## config.mk

```make
export PLATFORM = sky130hd
export DESIGN_NAME = bounding_box_fit_to_window_flat
export DESIGN_NICKNAME = d
export VERILOG_FILES = /design/src/design/bbf_pkg.sv /design/src/design/bbf_if.sv /design/src/design/bbf_div.sv /design/src/design/bbf_mac.sv /design/src/design/bounding_box_fit_to_window.sv /design/src/flat_wrapper.sv
export SDC_FILE = /design/constraint.sdc
export NUM_CORES = 2
export LEC_CHECK = 0
export BUFFER_PORTS_ARGS = -buffer_cell sky130_fd_sc_hd__buf_2
export CAP_MARGIN = 0
export CORE_MARGIN = 1.5
export CORE_UTILIZATION = 40
export CTS_CLUSTER_SIZE = 20
export DETAILED_ROUTE_END_ITERATION = 10
export SLEW_MARGIN = 30
export SYNTH_ARGS = -nofsm -noshare
export SYNTH_HDL_FRONTEND = slang
export SYNTH_SLANG_ARGS = --single-unit
```

## constraint.sdc

```tcl
create_clock -name clk -period 15.4 [get_ports clk]
set_input_delay 0.77 -clock clk [delete_from_list [all_inputs] [get_ports clk]]
set_output_delay 0.77 -clock clk [all_outputs]
set_load 0.005 [all_outputs]
```

## src/design/bbf_pkg.sv

```systemverilog
// ----------------------------------------------------------------------------
// bbf_pkg
// Types and fixed widths of the bounding-box fit block.
// ----------------------------------------------------------------------------
package bbf_pkg;

	localparam int COORD_W   = 16;  // Q8.8 input coordinate
	localparam int OUT_W     = 24;  // Q16.8 result
	localparam int CFG_W     = 13;  // window register width
	localparam int CFG_IDX_W = 1;
	localparam int EXT_W     = 16;  // box extent, raw Q8.8 count
	localparam int SUM_W     = 17;  // min + max
	localparam int DIFF_W    = 18;  // 2*p - (min + max)
	localparam int NUM_W     = 41;  // 9 * W * 2^24
	localparam int DEN_W     = 20;  // 10 * extent
	localparam int SCALE_W   = 37;  // scale with 16 fraction bits
	localparam int SLO_W     = 19;  // low slice of the scale for the multiplier
	localparam int SHI_W     = SCALE_W - SLO_W;
	localparam int MOP_W     = SLO_W + 1;
	localparam int PROD_W    = DIFF_W + MOP_W;
	localparam int ACC_W     = 56;
	localparam int OUT_SHIFT = 17;

	localparam logic [CFG_W-1:0] WIDTH_RST  = 13'd640;
	localparam logic [CFG_W-1:0] HEIGHT_RST = 13'd480;

	localparam logic signed [COORD_W-1:0] COORD_MAX = 16'sh7FFF;
	localparam logic signed [COORD_W-1:0] COORD_MIN = 16'sh8000;

	localparam logic [CFG_IDX_W-1:0] REG_WINDOW_WIDTH  = 1'd0;
	localparam logic [CFG_IDX_W-1:0] REG_WINDOW_HEIGHT = 1'd1;

	typedef enum logic [3:0] {
		S_LOAD,
		S_DIVX_GO,
		S_DIVX_WAIT,
		S_DIVY_GO,
		S_DIVY_WAIT,
		S_FETCH,
		S_MULX_GO,
		S_MULX_WAIT,
		S_MULY_GO,
		S_MULY_WAIT,
		S_EMIT
	} bbf_state_t;

endpackage

```

## src/design/bbf_if.sv

```systemverilog
// ----------------------------------------------------------------------------
// bbf_in_if / bbf_out_if
// Valid/ready channels for point words and result words.
// ----------------------------------------------------------------------------
interface bbf_in_if;
	import bbf_pkg::*;

	logic                      valid;
	logic                      ready;
	logic signed [COORD_W-1:0] x_in;
	logic signed [COORD_W-1:0] y_in;
	logic                      last_in;

	modport source (output valid, x_in, y_in, last_in, input ready);
	modport sink   (input valid, x_in, y_in, last_in, output ready);
endinterface

interface bbf_out_if;
	import bbf_pkg::*;

	logic                    valid;
	logic                    ready;
	logic signed [OUT_W-1:0] x_out;
	logic signed [OUT_W-1:0] y_out;
	logic                    last_out;
	logic                    points_dropped;

	modport source (output valid, x_out, y_out, last_out, points_dropped, input ready);
	modport sink   (input valid, x_out, y_out, last_out, points_dropped, output ready);
endinterface

```

## src/design/bbf_div.sv

```systemverilog
// ----------------------------------------------------------------------------
// bbf_div
// Restoring divider, one quotient bit per cycle.
// ----------------------------------------------------------------------------
module bbf_div (
	input  logic                         clk,
	input  logic                         arst_n,
	input  logic                         start,
	input  logic [bbf_pkg::NUM_W-1:0]    num,
	input  logic [bbf_pkg::DEN_W-1:0]    den,
	output logic                         done,
	output logic [bbf_pkg::NUM_W-1:0]    quot
);
	import bbf_pkg::*;

	localparam int CNT_W = $clog2(NUM_W);
	localparam logic [CNT_W-1:0] LAST_STEP = CNT_W'(NUM_W - 1);

	logic             busy_q;
	logic             done_q;
	logic [CNT_W-1:0] cnt_q;
	logic [NUM_W-1:0] num_q;   // dividend shifts out, quotient shifts in
	logic [DEN_W-1:0] rem_q;
	logic [DEN_W-1:0] den_q;

	logic [DEN_W:0]   trial;
	logic             fits;
	logic [DEN_W:0]   diff;

	always_comb begin
		trial = {rem_q, num_q[NUM_W-1]};
		fits  = trial >= {1'b0, den_q};
		diff  = trial - {1'b0, den_q};
	end

	always_ff @(posedge clk or negedge arst_n) begin
		if (!arst_n) begin
			busy_q <= 1'b0;
			done_q <= 1'b0;
			cnt_q  <= '0;
		end else begin
			done_q <= busy_q && !start && (cnt_q == LAST_STEP);
			if (start) begin
				busy_q <= 1'b1;
				cnt_q  <= '0;
			end else if (busy_q) begin
				cnt_q <= cnt_q + 1'b1;
				if (cnt_q == LAST_STEP)
					busy_q <= 1'b0;
			end
		end
	end

	always_ff @(posedge clk) begin
		if (start) begin
			num_q <= num;
			den_q <= den;
			rem_q <= '0;
		end else if (busy_q) begin
			rem_q <= fits ? diff[DEN_W-1:0] : trial[DEN_W-1:0];
			num_q <= {num_q[NUM_W-2:0], fits};
		end
	end

	assign done = done_q;
	assign quot = num_q;

endmodule

```

## src/design/bbf_mac.sv

```systemverilog
// ----------------------------------------------------------------------------
// bbf_mac
// Scales one centred value: two passes through a 18x20 multiplier, then
// round to nearest and saturate to Q16.8.
// ----------------------------------------------------------------------------
module bbf_mac (
	input  logic                              clk,
	input  logic                              arst_n,
	input  logic                              start,
	input  logic signed [bbf_pkg::DIFF_W-1:0] d,
	input  logic [bbf_pkg::SCALE_W-1:0]       s,
	output logic                              done,
	output logic signed [bbf_pkg::OUT_W-1:0]  res
);
	import bbf_pkg::*;

	localparam int TOP_W = ACC_W - OUT_SHIFT - OUT_W + 1;

	logic                     busy_q;
	logic                     done_q;
	logic [1:0]               ph_q;
	logic signed [DIFF_W-1:0] d_q;
	logic signed [PROD_W-1:0] prod_q;
	logic signed [ACC_W-1:0]  acc_q;
	logic signed [OUT_W-1:0]  res_q;

	logic signed [MOP_W-1:0]  mop;
	logic signed [PROD_W-1:0] prod;
	logic [ACC_W-1:0]         rnd;
	logic [TOP_W-1:0]         top;
	logic signed [OUT_W-1:0]  sat;

	always_comb begin
		// low slice on the first pass, high slice on the second
		mop  = (ph_q == 2'd0) ? $signed({1'b0, s[SLO_W-1:0]})
		                      : $signed({2'b00, s[SCALE_W-1:SLO_W]});
		prod = d_q * mop;
		rnd  = acc_q + (ACC_W'(1) << (OUT_SHIFT - 1));
		top  = rnd[ACC_W-1:ACC_W-TOP_W];
		if (top == {TOP_W{rnd[ACC_W-1]}})
			sat = $signed(rnd[OUT_SHIFT+OUT_W-1:OUT_SHIFT]);
		else if (rnd[ACC_W-1])
			sat = {1'b1, {(OUT_W-1){1'b0}}};
		else
			sat = {1'b0, {(OUT_W-1){1'b1}}};
	end

	always_ff @(posedge clk or negedge arst_n) begin
		if (!arst_n) begin
			busy_q <= 1'b0;
			done_q <= 1'b0;
			ph_q   <= '0;
		end else begin
			done_q <= busy_q && !start && (ph_q == 2'd3);
			if (start) begin
				busy_q <= 1'b1;
				ph_q   <= '0;
			end else if (busy_q) begin
				ph_q <= ph_q + 1'b1;
				if (ph_q == 2'd3)
					busy_q <= 1'b0;
			end
		end
	end

	always_ff @(posedge clk) begin
		if (start) begin
			d_q <= d;
		end else if (busy_q) begin
			case (ph_q)
				2'd0: begin
					prod_q <= prod;
				end
				2'd1: begin
					acc_q  <= ACC_W'(prod_q);
					prod_q <= prod;
				end
				2'd2: begin
					acc_q <= acc_q + {prod_q[ACC_W-SLO_W-1:0], {SLO_W{1'b0}}};
				end
				default: begin
					res_q <= sat;
				end
			endcase
		end
	end

	assign done = done_q;
	assign res  = res_q;

endmodule

```

## src/design/bounding_box_fit_to_window.sv

```systemverilog
// ----------------------------------------------------------------------------
// bounding_box_fit_to_window
// Collects a set of points, fits their bounding box to the window with a 0.9
// margin and streams the centred, scaled points out in arrival order.
// ----------------------------------------------------------------------------
//  channel   dir  word                                          when taken
//  points    in   x_in, y_in, last_in                           valid & ready
//  results   out  x_out, y_out, last_out, points_dropped        valid & ready
//  cfg       in   cfg_index, cfg_data                           cfg_we
//
//  A point is taken whenever points.valid is high while a set is being loaded.
//  The last point starts up to two divisions on the serial divider, one for
//  x and one for y, each skipped when that extent is zero.
//  Each stored point then passes through the shared multiplier, which makes
//  two passes for x and two for y, and waits out any output stall.
//  points.ready is low from the last point until the last word is taken.
//  Reset clears the box, the count and the window registers (640 x 480);
//  the point store needs no clearing.
// ----------------------------------------------------------------------------
module bounding_box_fit_to_window #(
	parameter int MAX_POINTS = 64
) (
	input  logic                            clk,
	input  logic                            arst_n,
	bbf_in_if.sink                          points,
	bbf_out_if.source                       results,
	input  logic                            cfg_we,
	input  logic [bbf_pkg::CFG_IDX_W-1:0]   cfg_index,
	input  logic [bbf_pkg::CFG_W-1:0]       cfg_data
);
	import bbf_pkg::*;

	localparam int AW = $clog2(MAX_POINTS);
	localparam int CW = $clog2(MAX_POINTS + 1);
	localparam int MW = 2 * COORD_W;

	bbf_state_t state_q, state_d;

	logic [CFG_W-1:0] width_q, height_q;

	logic [MW-1:0] mem [MAX_POINTS];
	logic [MW-1:0] rd_q;

	logic [CW-1:0]             count_q;
	logic [CW-1:0]             idx_q;
	logic signed [COORD_W-1:0] min_x_q, max_x_q, min_y_q, max_y_q;
	logic                      ovf_q;
	logic [SCALE_W-1:0]        s_q;
	logic                      have_q;
	logic signed [OUT_W-1:0]   xres_q;

	logic                      out_valid_q;
	logic signed [OUT_W-1:0]   x_out_q, y_out_q;
	logic                      last_out_q, dropped_q;

	// sequencer controls
	logic accept, div_start, mac_start, emit_take;

	logic                      room;
	logic [SUM_W-1:0]          ext_x, ext_y;
	logic signed [SUM_W-1:0]   sum_x, sum_y;
	logic signed [DIFF_W-1:0]  dx, dy;
	logic [NUM_W-1:0]          div_num;
	logic [DEN_W-1:0]          div_den;
	logic [EXT_W-1:0]          div_ext;
	logic [CFG_W-1:0]          div_win;
	logic [NUM_W-1:0]          div_q;
	logic                      div_done;
	logic                      mac_done;
	logic signed [OUT_W-1:0]   mac_res;
	logic                      last_pt;

	// ---------------------------------------------------------------- config
	always_ff @(posedge clk or negedge arst_n) begin
		if (!arst_n) begin
			width_q  <= WIDTH_RST;
			height_q <= HEIGHT_RST;
		end else if (cfg_we) begin
			case (cfg_index)
				REG_WINDOW_WIDTH:  width_q  <= cfg_data;
				REG_WINDOW_HEIGHT: height_q <= cfg_data;
				default: ;
			endcase
		end
	end

	// ------------------------------------------------------------ datapath
	always_comb begin
		room    = count_q < CW'(MAX_POINTS);
		ext_x   = {max_x_q[COORD_W-1], max_x_q} - {min_x_q[COORD_W-1], min_x_q};
		ext_y   = {max_y_q[COORD_W-1], max_y_q} - {min_y_q[COORD_W-1], min_y_q};
		sum_x   = {min_x_q[COORD_W-1], min_x_q} + {max_x_q[COORD_W-1], max_x_q};
		sum_y   = {min_y_q[COORD_W-1], min_y_q} + {max_y_q[COORD_W-1], max_y_q};
		dx      = {rd_q[MW-1], rd_q[MW-1:COORD_W], 1'b0}
		          - {sum_x[SUM_W-1], sum_x};
		dy      = {rd_q[COORD_W-1], rd_q[COORD_W-1:0], 1'b0}
		          - {sum_y[SUM_W-1], sum_y};
		// the y division is launched only from its own state
		div_win = (state_q == S_DIVY_GO) ? height_q : width_q;
		div_ext = (state_q == S_DIVY_GO) ? ext_y[EXT_W-1:0] : ext_x[EXT_W-1:0];
		div_num = {((17'(div_win) << 3) + 17'(div_win)), 24'd0};
		div_den = (DEN_W'(div_ext) << 3) + (DEN_W'(div_ext) << 1);
		last_pt = (idx_q + 1'b1) == count_q;
	end

	bbf_div u_div (
		.clk    (clk),
		.arst_n (arst_n),
		.start  (div_start),
		.num    (div_num),
		.den    (div_den),
		.done   (div_done),
		.quot   (div_q)
	);

	bbf_mac u_mac (
		.clk    (clk),
		.arst_n (arst_n),
		.start  (mac_start),
		.d      ((state_q == S_MULY_GO) ? dy : dx),
		.s      (s_q),
		.done   (mac_done),
		.res    (mac_res)
	);

	// ----------------------------------------------------------- sequencer
	always_ff @(posedge clk or negedge arst_n) begin
		if (!arst_n)
			state_q <= S_LOAD;
		else
			state_q <= state_d;
	end

	always_comb begin
		state_d   = state_q;
		accept    = 1'b0;
		div_start = 1'b0;
		mac_start = 1'b0;
		emit_take = 1'b0;
		case (state_q)
			S_LOAD: begin
				accept = points.valid;
				if (points.valid && points.last_in)
					state_d = S_DIVX_GO;
			end
			S_DIVX_GO: begin
				if (ext_x != '0) begin
					div_start = 1'b1;
					state_d   = S_DIVX_WAIT;
				end else begin
					state_d = S_DIVY_GO;
				end
			end
			S_DIVX_WAIT: begin
				if (div_done)
					state_d = S_DIVY_GO;
			end
			S_DIVY_GO: begin
				if (ext_y != '0) begin
					div_start = 1'b1;
					state_d   = S_DIVY_WAIT;
				end else begin
					state_d = S_FETCH;
				end
			end
			S_DIVY_WAIT: begin
				if (div_done)
					state_d = S_FETCH;
			end
			S_FETCH: begin
				state_d = S_MULX_GO;
			end
			S_MULX_GO: begin
				mac_start = 1'b1;
				state_d   = S_MULX_WAIT;
			end
			S_MULX_WAIT: begin
				if (mac_done)
					state_d = S_MULY_GO;
			end
			S_MULY_GO: begin
				mac_start = 1'b1;
				state_d   = S_MULY_WAIT;
			end
			S_MULY_WAIT: begin
				if (mac_done)
					state_d = S_EMIT;
			end
			S_EMIT: begin
				if (results.ready) begin
					emit_take = 1'b1;
					state_d   = last_out_q ? S_LOAD : S_FETCH;
				end
			end
			default: begin
				state_d = S_LOAD;
			end
		endcase
	end

	// -------------------------------------------------------- set tracking
	always_ff @(posedge clk or negedge arst_n) begin
		if (!arst_n) begin
			count_q <= '0;
			idx_q   <= '0;
			min_x_q <= COORD_MAX;
			min_y_q <= COORD_MAX;
			max_x_q <= COORD_MIN;
			max_y_q <= COORD_MIN;
			ovf_q   <= 1'b0;
			have_q  <= 1'b0;
		end else begin
			if (accept) begin
				if (room) begin
					count_q <= count_q + 1'b1;
					if (points.x_in < min_x_q) min_x_q <= points.x_in;
					if (points.x_in > max_x_q) max_x_q <= points.x_in;
					if (points.y_in < min_y_q) min_y_q <= points.y_in;
					if (points.y_in > max_y_q) max_y_q <= points.y_in;
				end else begin
					ovf_q <= 1'b1;
				end
				have_q <= 1'b0;
			end
			if (state_q == S_DIVX_WAIT && div_done)
				have_q <= 1'b1;
			if (emit_take) begin
				// drop the set once its last word has gone
				if (last_out_q) begin
					count_q <= '0;
					idx_q   <= '0;
					min_x_q <= COORD_MAX;
					min_y_q <= COORD_MAX;
					max_x_q <= COORD_MIN;
					max_y_q <= COORD_MIN;
					ovf_q   <= 1'b0;
				end else begin
					idx_q <= idx_q + 1'b1;
				end
			end
		end
	end

	// scale: zero unless an axis with extent supplies one
	always_ff @(posedge clk) begin
		if (accept)
			s_q <= '0;
		else if (div_done && state_q == S_DIVX_WAIT)
			s_q <= div_q[SCALE_W-1:0];
		else if (div_done && state_q == S_DIVY_WAIT &&
		         (!have_q || div_q[SCALE_W-1:0] < s_q))
			s_q <= div_q[SCALE_W-1:0];
	end

	// ---------------------------------------------------------- point store
	always_ff @(posedge clk) begin
		if (accept && room)
			mem[count_q[AW-1:0]] <= {points.x_in, points.y_in};
		rd_q <= mem[idx_q[AW-1:0]];
	end

	// -------------------------------------------------------- output word
	always_ff @(posedge clk) begin
		if (state_q == S_MULX_WAIT && mac_done)
			xres_q <= mac_res;
		if (state_q == S_MULY_WAIT && mac_done) begin
			x_out_q    <= xres_q;
			y_out_q    <= mac_res;
			last_out_q <= last_pt;
			dropped_q  <= ovf_q;
		end
	end

	always_ff @(posedge clk or negedge arst_n) begin
		if (!arst_n)
			out_valid_q <= 1'b0;
		else if (state_q == S_MULY_WAIT && mac_done)
			out_valid_q <= 1'b1;
		else if (emit_take)
			out_valid_q <= 1'b0;
	end

	assign points.ready           = (state_q == S_LOAD);
	assign results.valid          = out_valid_q;
	assign results.x_out          = x_out_q;
	assign results.y_out          = y_out_q;
	assign results.last_out       = last_out_q;
	assign results.points_dropped = dropped_q;

endmodule

```

## src/flat_wrapper.sv

```systemverilog
// flat-port wrapper written by rule: the top's interface ports become plain ports
module bounding_box_fit_to_window_flat import bbf_pkg::*;
#(
	parameter int MAX_POINTS = 64
)
  (clk, arst_n, cfg_we, cfg_index, cfg_data, points_valid, points_x_in, points_y_in, points_last_in, points_ready, results_valid, results_x_out, results_y_out, results_last_out, results_points_dropped, results_ready);
  bbf_in_if points_i ();
  bbf_out_if results_i ();
  input  logic clk;
  input  logic arst_n;
  input  logic cfg_we;
  input  logic [bbf_pkg::CFG_IDX_W-1:0] cfg_index;
  input  logic [bbf_pkg::CFG_W-1:0] cfg_data;
  input wire logic [$bits(points_i.valid)-1:0] points_valid;
  input wire logic [$bits(points_i.x_in)-1:0] points_x_in;
  input wire logic [$bits(points_i.y_in)-1:0] points_y_in;
  input wire logic [$bits(points_i.last_in)-1:0] points_last_in;
  output wire logic [$bits(points_i.ready)-1:0] points_ready;
  output wire logic [$bits(results_i.valid)-1:0] results_valid;
  output wire logic [$bits(results_i.x_out)-1:0] results_x_out;
  output wire logic [$bits(results_i.y_out)-1:0] results_y_out;
  output wire logic [$bits(results_i.last_out)-1:0] results_last_out;
  output wire logic [$bits(results_i.points_dropped)-1:0] results_points_dropped;
  input wire logic [$bits(results_i.ready)-1:0] results_ready;
  assign points_i.valid = points_valid;
  assign points_i.x_in = points_x_in;
  assign points_i.y_in = points_y_in;
  assign points_i.last_in = points_last_in;
  assign points_ready = points_i.ready;
  assign results_valid = results_i.valid;
  assign results_x_out = results_i.x_out;
  assign results_y_out = results_i.y_out;
  assign results_last_out = results_i.last_out;
  assign results_points_dropped = results_i.points_dropped;
  assign results_i.ready = results_ready;
  bounding_box_fit_to_window #(.MAX_POINTS(MAX_POINTS)) u_core (.clk(clk), .arst_n(arst_n), .points(points_i), .results(results_i), .cfg_we(cfg_we), .cfg_index(cfg_index), .cfg_data(cfg_data));
endmodule
```

==> results.md <==
- I/O Pins: roughly 100
- RD Place Congestion: ~0.86
- Total negative slack: 0 ns
- TritonRoute pass-1 iters: 5
- Cell depth of the worst flop-to-flop path: 26
- CTS max path bufs: 4
- Most common cell after layout, fill and taps aside: edfxtp_1
- Clk slew on worst S/H paths: ~0.060 ns
- Vias/cell: around 5.5
- Period minus WS final: ~8.3 ns
- EDFF count, synth: 2278
- Clock Skew: 0.0695 ns
- Maximum clock frequency: 120 MHz
- Final Max Slew Viols: 0
- Syn_nets: 7892
- RSZ-0062 raised after global routing: false
- Slew HR: 0.269
- Final core occ: 0.453
- Syn-to-layout area delta: 12.9%
- Commonest non-fill, non-tap cells in the layout: edfxtp_1 (2278), mux4_2 (672), inv_1 (536)
- Share of cells above drive strength 1: 0.204
- Synthesized area per cell: about 17 sq um
- Die footprint: just under 300000 sq um
- Pwr Total: ~0.027 W
- Final Setup Violations: 0
- Worst Hold Slack: about 0.17 ns
- Peak VDD IR: 0.200 mV
- Worst-Skew Late Latency: around 0.90 ns
- Max Cap Violations: 0
- Critical path arrival: between 8 and 9 ns
- Psw: 0.00996 W
- Core area: 293000 sq um
- DRT antenna net count: 0
- Tightest Pin Transition: about 1.1 ns
- Hold Crit Class: input pin to register
- Final Net Count: between 8000 and 9000
- Initial Util: 0.401
- Mapped Area: about 120000 sq um
- Sw frac: 0.368
- Critical path capture point type: register
- PD cells: 204 nW/um^2
- Largest cells by area after synthesis: edfxtp_1 (58%), mux4_2 (13%), fa_1 (5.3%)
- Status: completed
- Pleak: 46.4 nW
- Hold Path Depth: 2
- CTS tree: built
- Drt first-iter violations: roughly 6100
- Post-Syn Instances: 7107
- GRT Util Overall: 0.195
- Total Routed Length: ~300000 um
- Post-DP HPWL: ~180000 um
- Total grt overflow: 0
- Via count: roughly 63000
- CTS Buf Count: approximately 270
- Top_reg_cell synth: edfxtp_1
- Post-synth cell types: 84
- Filler cell count: 25477
- Part of the power in registers: 0.331
- CTS Sinks: around 2500
- Post-CTS Setup Bufs: 0
- Fin crit share: 0.542
- Power share of the combinational group: 0.428
- # hold bufs at CTS: 1
- Vias in the first global route: ~66000
- Pint: ~0.017 W
- Synth top area share: 0.581
- DRC: 0
- Post-synth ARST share: 0.0489
- Clock power frac: 0.240
- H-tree depth reported by CTS: 5
- Die H: about 550 um
- Post_cts resized: 0
- First-pass GRT wire length: about 430000 um
- Sequential cell area fraction in the yosys report: 0.627
- Die W: 546 um
- PortBufs: ~100
- Row cnt: a little under 200
- Req. time, crit path: roughly 16 ns
- Largest net degree at the start of global routing: 142
- Crit start category: register
- Synth warn: 0
- Wire per inst: approximately 25 um
- Antenna violations before repair: 17
- Final instance area: roughly 130000 sq um
- Crit Path Max Fanout: 55
- Dpl cell area: roughly 120000 sq um
- Clock root buffer: clkbuf_16
- Post-synth top area cell: edfxtp_1
- Synth Register Bits: 2514
- Crit path kind: register to register
- Final hold vios: 0
[final timing paths]
kind	start	end	slack, ns
max	u_core.u_mac.ph_q[0]	u_core.u_mac.prod_q[36]	7.06
min	cfg_data[0]	u_core.width_q[0]	0.17
max reg2reg	u_core.u_mac.ph_q[0]	u_core.u_mac.prod_q[36]	7.06
min reg2reg	u_core.xres_q[2]	u_core.results.x_out[2]	0.41
max in group asynchronous	arst_n	u_core.max_x_q[5]	13.57
min in group asynchronous	arst_n	u_core.height_q[9]	0.57
[per-layer routing]
| layer | vias up | routed length [um] | part of all wire | GRT usage |
|---|---|---|---|---|
| li1 | 27651 | - | - | - |
| met1 | 33504 | 126000 | 0.43 | 0.270 |
| met5 | - | 41 | 0.00014 | 0 |
| met2 | 1883 | 143000 | 0.49 | 0.324 |
| met3 | 429 | 16800 | 0.057 | 0.0273 |
| met4 | 6 | 7220 | 0.025 | 0.0524 |
[cell type report]
| type | instances | area [sq um] | area share |
|---|---|---|---|
| Clock inverter | 143 | 1540 | 0.0116 |
| Sequential cell | 2514 | 73800 | 0.555 |
| Antenna cell | 3 | 7.51 | 0.0000565 |
| Tap cell | 3919 | 4900 | 0.0369 |
| Clock buffer | 343 | 7290 | 0.0548 |
| Timing Repair Buffer | 282 | 2000 | 0.0150 |
| Multi-Input combinational cell | 3764 | 41400 | 0.311 |
| Inverter | 536 | 2010 | 0.0151 |
[sequential cells by signal (all words and copies together) (netlist names), 32 cells and up]
| name | flops |
|---|---|
| u_core.u_mac.acc_q | 40 |
| u_core.rd_q | 32 |
| u_core.mem | 2048 |
| u_core.u_mac.prod_q | 38 |
| u_core.u_div.quot | 41 |
| u_core.s_q | 37 |
[critical path, stage by stage (launching register included)]
cell and delay [ns]:
dfrtp_1 0.46, inv_1 0.11, ha_2 0.16, buf_4 0.46, nand2_1 0.14, o21ai_1 0.46
nand2_1 0.18, fa_1 0.55, fa_1 0.58, fa_1 0.46, fa_1 0.55, inv_1 0.05
fa_1 0.49, inv_1 0.05, fa_1 0.48, inv_1 0.04, ha_1 0.21, or3_1 0.39
nor3_1 0.15, o21ai_0 0.15, nor4bb_1 0.21, a21bo_2 0.26, a311oi_1 0.56, o31ai_1 0.20
or4_1 0.50, o221ai_1 0.10, xnor2_1 0.10
[logic make-up after synthesis]
group,count (synthesis),synth area share
buf+inv,829,0.0267
flops,2514,0.627
xor+xnor,202,0.0150
simple gates,1261,0.0517
mux,815,0.141
fa+ha+maj,733,0.0976
compound gates,753,0.0411
[power by group through the flow]
stage	combinational, W	sequential, W	clock [W]
finish	0.0116	0.00897	0.00651
global route	0.0130	0.00903	0.00689
floorplan	0.00876	0.00869	0
global placement	0.0115	0.00909	0
detailed placement	0.0116	0.00911	0
CTS	0.0117	0.00897	0.00664
[cell usage after synthesis (117+ instances only)]
| library cell | n |
|---|---|
| a21oi_1 | 197 |
| clkbuf_1 | 215 |
| inv_1 | 536 |
| edfxtp_1 | 2278 |
| xnor2_1 | 134 |
| nand2_1 | 384 |
| fa_1 | 310 |
| and2_1 | 117 |
| ha_1 | 423 |
| nor2_1 | 322 |
| mux4_2 | 672 |
| o21ai_0 | 149 |
[metrics by stage]
| step | setup slack [ns] | std cells |
|---|---|---|
| global placement | 7.29 | 11011 |
| finish | 7.06 | 11504 |
| global route | 6.56 | 11502 |
| floorplan | 7.85 | 7107 |
| CTS | 7.16 | 11501 |
| detailed placement | 7.18 | 11014 |
(Power assumes the default switching activity.)
